**config.mk**
```make
export PLATFORM = sky130hd
export DESIGN_NAME = mcs_ctrl
export DESIGN_NICKNAME = d
export VERILOG_FILES = /design/src/rtl/core/mips_integer_core_step_defines.svh /design/src/rtl/core/mcs_pkg.sv /design/src/rtl/core/mcs_ctrl.sv
export SDC_FILE = /design/constraint.sdc
export NUM_CORES = 1
export LEC_CHECK = 0
export BUFFER_PORTS_ARGS = -buffer_cell sky130_fd_sc_hd__buf_4
export CAP_MARGIN = 10
export CORE_AREA = 2 2 50 52
export CTS_CLUSTER_DIAMETER = 120
export DETAILED_ROUTE_END_ITERATION = 10
export DIE_AREA = 0 0 52 54
export PLACE_DENSITY = 0.55
export REMOVE_ABC_BUFFERS = 1
export SLEW_MARGIN = 20
export SYNTH_ARGS = -nofsm -noshare
export SYNTH_HDL_FRONTEND = slang
export SYNTH_SLANG_ARGS = --single-unit
```
**constraint.sdc**
```tcl
create_clock -name clk -period 2.84 [get_ports clk]
set_clock_uncertainty 0.05 [all_clocks]
set_input_delay 0.142 -clock clk [delete_from_list [all_inputs] [get_ports clk]]
set_output_delay 0.142 -clock clk [all_outputs]
set_load 0.005 [all_outputs]
```
**src/rtl/core/mips_integer_core_step_defines.svh**
```systemverilog
// assertion macros for the mips core step block
// no dependencies
`ifndef MIPS_INTEGER_CORE_STEP_DEFINES_SVH
`define MIPS_INTEGER_CORE_STEP_DEFINES_SVH
// property that must hold every clock outside reset
`define MCS_ASSERT(lbl, prop, msg) \
  lbl: assert property (@(posedge clk) disable iff (!rst_n) (prop)) else $error(msg);
// assertion checked also during reset
`define MCS_ASSERT_ALWAYS(lbl, prop, msg) \
  lbl: assert property (@(posedge clk) (prop)) else $error(msg);
`endif

```
**src/rtl/core/mcs_pkg.sv**
```systemverilog
// types and constants for the mips core step block
// no dependencies
package mcs_pkg;
  typedef enum logic [3:0] {
    ST_CLEAR, ST_IDLE, ST_READ, ST_EXEC, ST_MUL, ST_DIV, ST_DFIX,
    ST_MEM_RD, ST_MEM_WAIT, ST_MEM_WR, ST_DONE
  } state_t;

  // instruction classes seen by the controller
  typedef enum logic [2:0] {
    CL_SIMPLE, CL_MUL, CL_DIV, CL_LOAD, CL_STORE, CL_ILLEGAL
  } iclass_t;

  // opcodes
  localparam logic [5:0] OP_SPECIAL = 6'd0;
  localparam logic [5:0] OP_REGIMM  = 6'd1;
  localparam logic [5:0] OP_J       = 6'd2;
  localparam logic [5:0] OP_JAL     = 6'd3;
  localparam logic [5:0] OP_BEQ     = 6'd4;
  localparam logic [5:0] OP_BNE     = 6'd5;
  localparam logic [5:0] OP_BLEZ    = 6'd6;
  localparam logic [5:0] OP_BGTZ    = 6'd7;
  localparam logic [5:0] OP_ADDI    = 6'd8;
  localparam logic [5:0] OP_ADDIU   = 6'd9;
  localparam logic [5:0] OP_SLTI    = 6'd10;
  localparam logic [5:0] OP_SLTIU   = 6'd11;
  localparam logic [5:0] OP_ANDI    = 6'd12;
  localparam logic [5:0] OP_ORI     = 6'd13;
  localparam logic [5:0] OP_XORI    = 6'd14;
  localparam logic [5:0] OP_LUI     = 6'd15;
  localparam logic [5:0] OP_LB      = 6'd32;
  localparam logic [5:0] OP_LH      = 6'd33;
  localparam logic [5:0] OP_LW      = 6'd35;
  localparam logic [5:0] OP_LBU     = 6'd36;
  localparam logic [5:0] OP_LHU     = 6'd37;
  localparam logic [5:0] OP_SB      = 6'd40;
  localparam logic [5:0] OP_SH      = 6'd41;
  localparam logic [5:0] OP_SW      = 6'd43;

  // special function codes
  localparam logic [5:0] FN_SLL     = 6'd0;
  localparam logic [5:0] FN_SRL     = 6'd2;
  localparam logic [5:0] FN_SRA     = 6'd3;
  localparam logic [5:0] FN_SLLV    = 6'd4;
  localparam logic [5:0] FN_SRLV    = 6'd6;
  localparam logic [5:0] FN_SRAV    = 6'd7;
  localparam logic [5:0] FN_JR      = 6'd8;
  localparam logic [5:0] FN_JALR    = 6'd9;
  localparam logic [5:0] FN_SYSCALL = 6'd12;
  localparam logic [5:0] FN_MFHI    = 6'd16;
  localparam logic [5:0] FN_MTHI    = 6'd17;
  localparam logic [5:0] FN_MFLO    = 6'd18;
  localparam logic [5:0] FN_MTLO    = 6'd19;
  localparam logic [5:0] FN_MULT    = 6'd24;
  localparam logic [5:0] FN_MULTU   = 6'd25;
  localparam logic [5:0] FN_DIV     = 6'd26;
  localparam logic [5:0] FN_DIVU    = 6'd27;
  localparam logic [5:0] FN_ADD     = 6'd32;
  localparam logic [5:0] FN_ADDU    = 6'd33;
  localparam logic [5:0] FN_SUB     = 6'd34;
  localparam logic [5:0] FN_SUBU    = 6'd35;
  localparam logic [5:0] FN_AND     = 6'd36;
  localparam logic [5:0] FN_OR      = 6'd37;
  localparam logic [5:0] FN_XOR     = 6'd38;
  localparam logic [5:0] FN_NOR     = 6'd39;
  localparam logic [5:0] FN_SLT     = 6'd42;
  localparam logic [5:0] FN_SLTU    = 6'd43;

  localparam logic [4:0]  LINK_REG     = 5'd31;
  localparam logic [31:0] HALT_CODE    = 32'd10;
  localparam logic [31:0] PC_TOP_MASK  = 32'hf000_0000;
  localparam int          DIV_STEPS    = 32;

  // controller to datapath
  typedef struct packed {
    logic latch_ir;
    logic rf_read;
    logic exec;
    logic mul_step;
    logic div_start;
    logic div_step;
    logic div_fix;
    logic mem_rd;
    logic mem_wr;
    logic mem_load_byte;
    logic clr_wr;
    logic commit;
  } dp_cmd_t;

  // datapath to controller
  typedef struct packed {
    iclass_t iclass;
    logic    last_byte;
    logic    div_last;
    logic    clr_last;
  } dp_sts_t;
endpackage

```
**src/rtl/core/mcs_ctrl.sv**
```systemverilog
// controller state machine of the mips core step block
// depends on mcs_pkg
module mcs_ctrl import mcs_pkg::*; (
  input  logic    clk,
  input  logic    rst_n,
  input  logic    in_valid,
  output logic    in_stall,
  output logic    out_valid,
  input  logic    out_stall,
  output logic    cfg_ready,
  output dp_cmd_t cmd,
  input  dp_sts_t sts
);
  state_t state_r, state_nxt;

  // state register
  always_ff @(posedge clk) begin
    if (!rst_n) state_r <= ST_CLEAR;
    else state_r <= state_nxt;
  end

  // next state and commands
  always_comb begin
    state_nxt = state_r;
    cmd       = '0;
    in_stall  = 1'b1;
    out_valid = 1'b0;
    cfg_ready = (state_r == ST_IDLE) || (state_r == ST_CLEAR);
    unique case (state_r)
      ST_CLEAR: begin
        cmd.clr_wr = 1'b1;
        if (sts.clr_last) state_nxt = ST_IDLE;
      end
      ST_IDLE: begin
        in_stall = 1'b0;
        if (in_valid) begin
          cmd.latch_ir = 1'b1;
          state_nxt    = ST_READ;
        end
      end
      ST_READ: begin
        cmd.rf_read = 1'b1;
        state_nxt   = ST_EXEC;
      end
      ST_EXEC: begin
        cmd.exec = 1'b1;
        unique case (sts.iclass)
          CL_MUL:   state_nxt = ST_MUL;
          CL_DIV:   begin cmd.div_start = 1'b1; state_nxt = ST_DIV; end
          CL_LOAD:  state_nxt = ST_MEM_RD;
          CL_STORE: state_nxt = ST_MEM_RD;
          default:  state_nxt = ST_DONE;
        endcase
      end
      ST_MUL: begin
        cmd.mul_step = 1'b1;
        state_nxt    = ST_DONE;
      end
      ST_DIV: begin
        cmd.div_step = 1'b1;
        if (sts.div_last) state_nxt = ST_DFIX;
      end
      ST_DFIX: begin
        cmd.div_fix = 1'b1;
        state_nxt   = ST_DONE;
      end
      ST_MEM_RD: begin
        cmd.mem_rd = 1'b1;
        state_nxt  = ST_MEM_WAIT;
      end
      ST_MEM_WAIT: begin
        if (sts.iclass == CL_STORE) begin
          state_nxt = ST_MEM_WR;
        end else begin
          cmd.mem_load_byte = 1'b1;
          state_nxt = sts.last_byte ? ST_DONE : ST_MEM_RD;
        end
      end
      ST_MEM_WR: begin
        cmd.mem_wr = 1'b1;
        state_nxt  = sts.last_byte ? ST_DONE : ST_MEM_RD;
      end
      ST_DONE: begin
        out_valid = 1'b1;
        if (!out_stall) begin
          cmd.commit = 1'b1;
          state_nxt  = ST_IDLE;
        end
      end
      default: state_nxt = ST_IDLE;
    endcase
  end
endmodule

```
==> results.cfg <==
[outcome]
status = complete, no violations

[clock_tree]
path_clk_slew_ns = 0.04
cts_made_buffers = 3
clockRootBuffer = clkbuf_4
hold_buffers = 0
cts_tree = built
post_cts_resized = 0
cts.sinks = 4
cts_buffer_depth = 2
htree_levels = 1
clk_latency_ns = 0.23
post_cts_buffers = 0

[sta]
drv_slew = 0
hold_viol_final = 0
rsz0062_at_grt = false
post-route-period-util = 0.652
worstMarginPinSlew_ns = 0.635
relSlewSlack = 0.576
totalNegativeSetupSlack_ns = 0
setup_violations = 0
period_minus_slack_ns = 1.85
max_freq_ghz = 0.540

[drt]
drt_iter0_drc = 21
first_pass_iters = 4
avgRoutedWirePerCell_microns = 11.3
wirelength_mm = 1.43
viasPerCell = 4.86
routed-via-count = 617
route.detailed.drc = 0
final_antenna_net_count = 0

[cells_and_area]
final_util = 0.312
regMostFlops = state_r
top_regs = state_r: 4 flops
diodes = 0
layout-drive-gt1-share = 0.299
fin_nets = 109
largest_register_ff_count = 4
area_growth_pct = 44.0

[grt]
grt_antenna_before_repair = 0
grt_pass1_vias = 515
gr-usage-all-layers = 0.103
grt_max_degree = 22
grt_pass1_wl_mm = 2.14
grt_overflow = 0

[place]
portBuffers = 24
hpwl_mm = 1.08
place.gp.congestion = 0.764

[die]
io_pins = 25
die_y_microns = 54
die_area_sq_um = 2810
die_x_microns = 52
coreArea_sq_um = 2320
start_util = 0.217
row_count = 18

[synth]
synthSimpleGateAreaFrac = 0.443
syn_avg_cell_area_sq_um = 6.71
ys_types = 30
synth_top_family_by_area = simple AND/OR/NAND/NOR gates
synth_compound_area_frac = 0.311
synth-seq-area-share = 0.159
synth_seq_cells = 4
yosysWarnings = 0
synth_xor_area_frac = 0.0348
synthesis.area_sq_um = 503
synth.area.mux_share = 0
synth_fa_ha_area_frac = 0
postSynthCellCount = 75

[worst_setup_path]
r2r-start = state_r[1]$_SDFFE_PN0P_
worstPathArrival_ns = 1.66
cp-endpoint = cmd[7]
critical_path_required_ns = 2.65
cp-startpoint = state_r[1]$_SDFFE_PN0P_
setup.worst_path.start_class = register
end_kind = output port
r2r_slack_ns = 1.18
cp_max_fo = 21
critPathKind = reg -> out
critical_path.max_stage_delay_ns = 0.72
regToRegEndpoint = state_r[0]$_SDFFE_PN0P_
cp_slowest_cell = dfxtp_1
reg2reg_depth = 4
path_cells = and2_1 > nand2_1 > nor3_1 > buf_4

[min_path]
hp-start = rst_n
min_path_type = in -> reg

[flow_run]
maxCapViolations = 0

[power]
power_leakage_uw = 0.000320
p_per_area_nw_per_um2 = 268
peakVddDrop_v = 0.000187
==> logic make-up (layout without fill, tap and decap cells) <==
kind of cell,Yosys count,count (layout)
AO/OA/AOI/OAI,21,21
buffers and inverters,7,29
XOR/XNOR,2,2
AND/OR/NAND/NOR,41,41
flip-flops,4,4
==> cell type report <==
type,instances,area [sq um]
Fill cell,265,1600
Multi-Input combinational cell,64,397
Timing Repair Buffer,24,180
Sequential cell,4,80.1
Tap cell,30,37.5
Clock buffer,3,22.5
Inverter,2,7.51
==> cells in the final DEF (no fill, tap or decap), types with 3 or more instances in the layout <==
cell      count
a21oi_1       5
nor2_1        9
nor3b_1       3
buf_4        24
nand2b_1      6
clkbuf_4      3
dfxtp_1       4
nor3_1        7
nand2_1       4
nor2b_1       4
==> per-stage QoR <==
stage	power, uW	instances	hold WS (ns)	area, sq um	worst slack [ns]
2_1_floorplan	96.6	70	0.209	484	1.39
3_3_place_gp	127	124	0.350	702	1.19
3_5_place_dp	127	124	0.345	702	1.21
4_1_cts	198	127	0.100	724	0.989
5_1_grt	210	127	0.0916	724	0.838
6_report	194	127	0.106	724	0.988
==> synthesized netlist by cell type <==
master / n / area (sq um)
xor2_1: 1 / 8.76
nand2b_1: 6 / 37.5
nor2_1: 9 / 33.8
a221o_1: 1 / 10.0
and2_1: 2 / 12.5
o21bai_1: 2 / 15.0
o21ai_0: 2 / 10.0
dfxtp_1: 4 / 80.1
nand3_1: 1 / 5.00
inv_1: 2 / 7.51
a21oi_1: 5 / 25.0
and3_1: 1 / 6.26
nor3b_1: 3 / 22.5
nand2_1: 4 / 15.0
o211a_1: 1 / 10.0
a211o_1: 1 / 8.76
o21a_1: 1 / 7.51
clkbuf_1: 5 / 18.8
o31a_1: 2 / 17.5
a2111oi_0: 1 / 8.76
o22a_1: 2 / 17.5
or3b_4: 1 / 11.3
a32o_1: 1 / 10.0
nor2b_1: 4 / 25.0
o31ai_1: 1 / 7.51
or3_1: 1 / 6.26
xnor2_1: 1 / 8.76
a31o_2: 1 / 8.76
nor3_1: 7 / 35.0
nor4_1: 2 / 12.5
==> worst max-delay path, delay by kind of cell (launching register included) <==
kind / cells / cell delay [ns]
and+or+nand+nor: 3 / 0.58
buffers and inverters: 1 / 0.13
DFF: 1 / 0.72
==> power by group <==
part / switching [uW] / total (uW) / internal [uW]
Combinational: 23.4 / 57.2 / 33.8
Clock: 21.0 / 68.0 / 47.1
Sequential: 9.96 / 69.0 / 59.0
==> worst min path at each step <==
stage / endpoint / cells after the start
floorplan: state_r[2]$_SDFFE_PN0P_ / 1
CTS: state_r[2]$_SDFFE_PN0P_ / 2
global placement: state_r[2]$_SDFFE_PN0P_ / 2
global route: state_r[2]$_SDFFE_PN0P_ / 2
finish: state_r[2]$_SDFFE_PN0P_ / 2
detailed placement: state_r[2]$_SDFFE_PN0P_ / 2
==> layer usage <==
layer  track usage  up-vias  wire (microns)  part of all wire
li1              -      323               -                 -
met1         0.129      277             668              0.47
met2         0.167       17             667              0.47
met3        0.0528        0              98             0.068
met4             0        0               0                 0
met5             0        -               0                 0
No activity file was read; power rests on OpenSTA's default activity.
